==> config.mk <==
export PLATFORM = sky130hd
export DESIGN_NAME = mlfq_cell
export DESIGN_NICKNAME = d
export VERILOG_FILES = /design/src/hw/rtl/mlfq_pkg.sv /design/src/hw/rtl/mlfq_cell.sv
export SDC_FILE = /design/constraint.sdc
export NUM_CORES = 1
export LEC_CHECK = 0
export BUFFER_PORTS_ARGS = -buffer_cell sky130_fd_sc_hd__buf_2
export CAP_MARGIN = 25
export CORE_AREA = 2 2 153 155
export CTS_CLUSTER_SIZE = 16
export DETAILED_ROUTE_END_ITERATION = 10
export DIE_AREA = 0 0 155 157
export PLACE_DENSITY = 0.69
export SLEW_MARGIN = 10
export SYNTH_ARGS = -nofsm -noshare
export SYNTH_HDL_FRONTEND = slang
export SYNTH_SLANG_ARGS = --single-unit
==> constraint.sdc <==
create_clock -name clk -period 6.05 [get_ports clk]
set_input_delay 1.21 -clock clk [delete_from_list [all_inputs] [get_ports clk]]
set_output_delay 1.21 -clock clk [all_outputs]
set_load 0.03 [all_outputs]
==> src/hw/rtl/mlfq_pkg.sv <==
// Shared types and constants for the feedback queue scheduler.
`default_nettype none
package mlfq_pkg;

  localparam int QUEUE_DEPTH = 16;
  localparam int NUM_LEVELS  = 3;
  localparam int TIME_WIDTH  = 32;
  localparam int IDX_W       = $clog2(QUEUE_DEPTH);
  localparam int CNT_W       = $clog2(QUEUE_DEPTH + 1);
  localparam int LVL_W       = $clog2(NUM_LEVELS);
  localparam int ID_W        = 8;
  localparam int REM_W       = 32;
  localparam int DATA_W      = 32;
  localparam int ADDR_W      = 5;
  localparam int PRIO_W      = 2;
  localparam int OUT_LVL_W   = 2;

  typedef struct packed {
    logic                  valid;
    logic [LVL_W-1:0]      lvl;
    logic [IDX_W-1:0]      seq;
    logic [ID_W-1:0]       id;
    logic [REM_W-1:0]      rem;
    logic [TIME_WIDTH-1:0] stamp;
  } mlfq_entry_t;

  typedef enum logic [2:0] {
    OP_HOLD,
    OP_WRITE,
    OP_BOOST,
    OP_AGE,
    OP_SORT,
    OP_SHIFT
  } mlfq_op_t;

  typedef struct packed {
    mlfq_op_t              op;
    logic                  phase;
    logic [IDX_W-1:0]      wr_idx;
    mlfq_entry_t           wr_ent;
    logic [TIME_WIDTH-1:0] now;
    logic [TIME_WIDTH-1:0] thr;
  } mlfq_ctl_t;

  typedef enum logic [1:0] {
    ST_ENQUEUED,
    ST_FULL,
    ST_SELECTED,
    ST_EMPTY
  } mlfq_status_t;

  typedef enum logic [2:0] {
    S_IDLE,
    S_BOOST,
    S_AGE,
    S_SORT,
    S_POP
  } mlfq_state_t;

  typedef enum logic [2:0] {
    REG_AGING_THR,
    REG_BOOST_INT,
    REG_QUANTUM0,
    REG_QUANTUM1,
    REG_QUANTUM2
  } mlfq_reg_t;

endpackage
`default_nettype wire

==> src/hw/rtl/mlfq_cell.sv <==
// One slot of the ordered entry chain: write, retag, boost, age, compare-swap and shift.
`default_nettype none
module mlfq_cell (
  input  wire logic                      clk,
  input  wire logic                      rst_n,
  input  wire logic [mlfq_pkg::IDX_W-1:0] idx,
  input  wire mlfq_pkg::mlfq_ctl_t       ctl,
  input  wire mlfq_pkg::mlfq_entry_t     left_i,
  input  wire mlfq_pkg::mlfq_entry_t     right_i,
  output mlfq_pkg::mlfq_entry_t          ent_o
);
  import mlfq_pkg::*;

  localparam logic [IDX_W-1:0] LAST_IDX = IDX_W'(QUEUE_DEPTH - 1);

  mlfq_entry_t ent_r;
  mlfq_entry_t ent_nxt;
  logic        is_left;
  logic        is_right;
  logic [TIME_WIDTH-1:0] age;

  function automatic logic [LVL_W+IDX_W:0] sort_key(input mlfq_entry_t e);
    sort_key = {~e.valid, e.lvl, e.seq};
  endfunction

  assign is_left  = (idx[0] == ctl.phase) && (idx != LAST_IDX);
  assign is_right = (idx[0] != ctl.phase) && (idx != '0);
  assign age      = ctl.now - ent_r.stamp;

  always_comb begin
    ent_nxt = ent_r;
    unique case (ctl.op)
      OP_HOLD: begin
      end
      OP_WRITE: begin
        ent_nxt.seq = idx;
        if (idx == ctl.wr_idx) begin
          ent_nxt = ctl.wr_ent;
        end
      end
      OP_BOOST: begin
        if (ent_r.valid) begin
          ent_nxt.lvl   = '0;
          ent_nxt.stamp = ctl.now;
        end
      end
      OP_AGE: begin
        ent_nxt.seq = idx;
        if (ent_r.valid && (ent_r.lvl != '0) && (age >= ctl.thr)) begin
          ent_nxt.lvl   = ent_r.lvl - LVL_W'(1);
          ent_nxt.stamp = ctl.now;
        end
      end
      OP_SORT: begin
        if (is_left) begin
          if (sort_key(ent_r) > sort_key(right_i)) begin
            ent_nxt = right_i;
          end
        end else if (is_right) begin
          if (sort_key(left_i) > sort_key(ent_r)) begin
            ent_nxt = left_i;
          end
        end
      end
      OP_SHIFT: begin
        ent_nxt = right_i;
      end
      default: begin
      end
    endcase
  end

  always_ff @(posedge clk) begin
    if (!rst_n) begin
      ent_r <= '0;
    end else begin
      ent_r <= ent_nxt;
    end
  end

  assign ent_o = ent_r;

endmodule
`default_nettype wire
==> impl_metrics.py <==
metrics = {
    "outcome": {
        "status": "complete, no violations",
    },
    "global_route": {
        "grt_max_degree": 70,
        "antenna_found_initial": 8,
        "grt_pass1_vias": 8522,
        "grt_overflow": 0,
        "grtUsageTotal": 0.232,
        "grt_pass1_wl_mm": 44.8,
    },
    "detailed_routing": {
        "wl_per_cell_um": 18.2,
        "first_iter_violations": 595,
        "via_per_inst": 5.44,
        "routed_wl_mm": 29.6,
        "first_pass_iters": 6,
        "detail-route-antenna-nets": 0,
        "drc": 0,
        "via_count": 8868,
    },
    "cts": {
        "cts_buffer_depth": 2,
        "clock-sinks": 79,
        "htree_levels": 3,
        "cts.repair.resized": 0,
        "hold_buffers": 0,
        "cts_tree": "yes",
        "post_cts_buffers": 0,
        "root_buffer": "clkbuf_16",
        "cts_made_buffers": 9,
        "clk_latency_ps": 350,
        "path_clk_slew_ps": 70,
    },
    "synth": {
        "yosys-top-cells-area": "dfxtp_1, mux2i_1, ha_1, nand2_1, o211a_1",
        "synth_seq_cells": 79,
        "synth-edff-count": 0,
        "synth-seq-area-share": 0.200,
        "syn_inst": 977,
        "syn_nets": 1371,
        "avgSynthCellArea_um2": 8.09,
        "ys_async_sr_fraction": 0,
        "ys.flop_type": "dfxtp_1",
        "yosysWarnings": 0,
        "ys_types": 64,
        "syn-cell-area_mm2": 0.00790,
        "yosys.area.top_type_share": 0.200,
        "yosysTopAreaCell": "dfxtp_1",
    },
    "critical_path": {
        "crit_path_start_kind": "input port",
        "end_kind": "register",
        "timing.rr.start": "ent_o[0]",
        "cp_max_fo": 14,
        "worstSetupPathType": "in2reg",
        "arrival_ps": 5610,
        "slowest_stage": "or4b_1",
        "cp.required_ps": 6320,
        "critPathLaunch": "ctl[32]",
        "critical-path-max-stage-delay_ps": 490,
        "reg2reg_slack_ps": 1370,
        "crit_chain": "buf_2 -> inv_1 -> ha_1 -> inv_1 -> fa_1 -> a21o_1 -> a221oi_2 -> nor4b_2 -> o21bai_2 -> a21boi_2 -> or4b_1 -> nand3_1 -> ha_1 -> and4_1 -> a221oi_1 -> nor2_1 -> or3_1 -> o221ai_4 -> buf_4 -> mux2i_1",
    },
    "power_and_ir_drop": {
        "switching_share": 0.389,
        "seq_power_share": 0.294,
        "power_leakage_nw": 5.52,
        "power_w": 0.00200,
        "p_int_w": 0.00122,
        "ir_worst_vdd_v": 0.000124,
        "power_switching_w": 0.000780,
        "p_per_area_mw_per_mm2": 192,
        "clock_power_share": 0.277,
        "combPwrFrac": 0.429,
    },
    "placed_design": {
        "gp_congestion": 0.882,
        "hpwl_mm": 23.3,
        "port_buffers": 393,
    },
    "sta": {
        "setup_violations": 0,
        "min_period_ps": 5340,
        "post-route-period-util": 0.883,
        "rsz0062_at_grt": "false",
        "timing_hold_violations_final": 0,
        "worstMarginPinSlew_ps": 982,
        "skew_ps": 10.8,
        "report.final.slew_viol_count": 0,
        "maxSlewHeadroom": 0.343,
        "tns_ps": 0,
        "max_freq_ghz": 0.187,
    },
    "die": {
        "die_h_um": 157,
        "core-area_mm2": 0.0225,
        "boundaryPins": 394,
        "die_w_um": 155,
        "die_area_mm2": 0.0243,
        "fp-row-count": 55,
        "initial_core_util": 0.351,
    },
    "final_layout": {
        "areaGrowthSynthToFinish_pct": 31.7,
        "nets": 1727,
        "drive_above_1_share": 0.328,
        "largest_reg_flops": 79,
    },
    "flow_run": {
        "max_cap_violations": 0,
    },
    "hold_path": {
        "holdCritStartpoint": "ent_o[3]",
        "hp-class": "reg2reg",
    },
}
==> per-stage QoR <==
| step | cells | worst slack, ps | utilization | hold slack, ps | instance area, um^2 |
|---|---|---|---|---|---|
| after floorplan | 977 | 989 | - | 596 | 7900 |
| after global placement | 1605 | 488 | 0.447 | 457 | 10000 |
| after detailed placement | 1607 | 398 | 0.449 | 467 | 10100 |
| after CTS | 1623 | 751 | 0.462 | 478 | 10400 |
| after global routing | 1629 | 412 | 0.463 | 496 | 10400 |
| final | 1629 | 709 | 0.463 | 472 | 10400 |
==> critical path: cells and delay by family <==
family / cells / cell delay [ps]
compound gates: 6 / 1480
buf+inv: 4 / 510
mux: 1 / 210
fa+ha+maj: 3 / 760
simple gates: 6 / 1410
==> layout make-up <==
type,count,area (um^2)
Multi-Input combinational cell,755,5750
Sequential cell,79,1580
Inverter,84,315
Fill cell,2272,12100
Tap cell,285,357
Clock buffer,10,239
Clock inverter,6,51.3
Timing Repair Buffer,404,2100
Antenna cell,6,15.0
==> layer usage <==
layer	up-vias	wire length, um	share of wire	GRT usage
met1	4140	11800	0.40	0.266
met3	32	2100	0.071	0.0575
met4	2	642	0.022	0.0811
met2	340	15000	0.51	0.421
met5	-	13	0.00044	0
li1	4354	-	-	-
==> logic make-up (layout without fill, tap and decap cells) <==
logic type | Yosys count | after routing | share of synthesized area
AOI/OAI and AO/OA | 302 | 302 | 0.290
and+or+nand+nor | 240 | 240 | 0.138
buffers and inverters | 143 | 504 | 0.0800
muxes | 110 | 110 | 0.139
adders and majority gates | 79 | 79 | 0.126
DFF | 79 | 79 | 0.200
xor gates and xnor gates | 24 | 24 | 0.0266
other | 0 | 6 | 0
==> power groups by stage <==
stage                     registers [W]  logic [W]  clock network, W
after floorplan                0.000677   0.000496                 0
after global placement         0.000598   0.000839                 0
after detailed placement       0.000599   0.000855                 0
after CTS                      0.000588   0.000860          0.000578
after global routing           0.000593   0.000945          0.000600
final                          0.000588   0.000859          0.000556
==> worst paths after layout <==
| check | end | cells past startpoint |
|---|---|---|
| min reg2reg | ent_o[3] | 2 |
| max reg2reg | ent_o[23] | 18 |
| min | ent_o[3] | 2 |
| max | ent_o[23] | 20 |
==> Yosys cell counts (all sizes together) (7+ instances only) <==
cell type	n
o211ai	51
a21oi	44
xor2	10
nor2b	8
nor3	12
nand4	7
xnor2	14
and3	8
nor2	32
ha	78
clkbuf	37
o21ai	59
dfxtp	79
a222oi	32
o211a	45
buf	22
mux2i	110
nand2	137
inv	84
a21o	16
nand3	12
==> cell usage in the layout, fill, tap and decap left out, types with 32 or more instances in the layout <==
cell type / n
o211a_1: 45
buf_2: 392
inv_1: 84
o21ai_0: 57
nand2_1: 136
a21oi_1: 43
dfxtp_1: 79
o211ai_1: 51
ha_1: 78
a222oi_1: 32
mux2i_1: 110
Note: power is estimated with default switching activity, not from simulation.
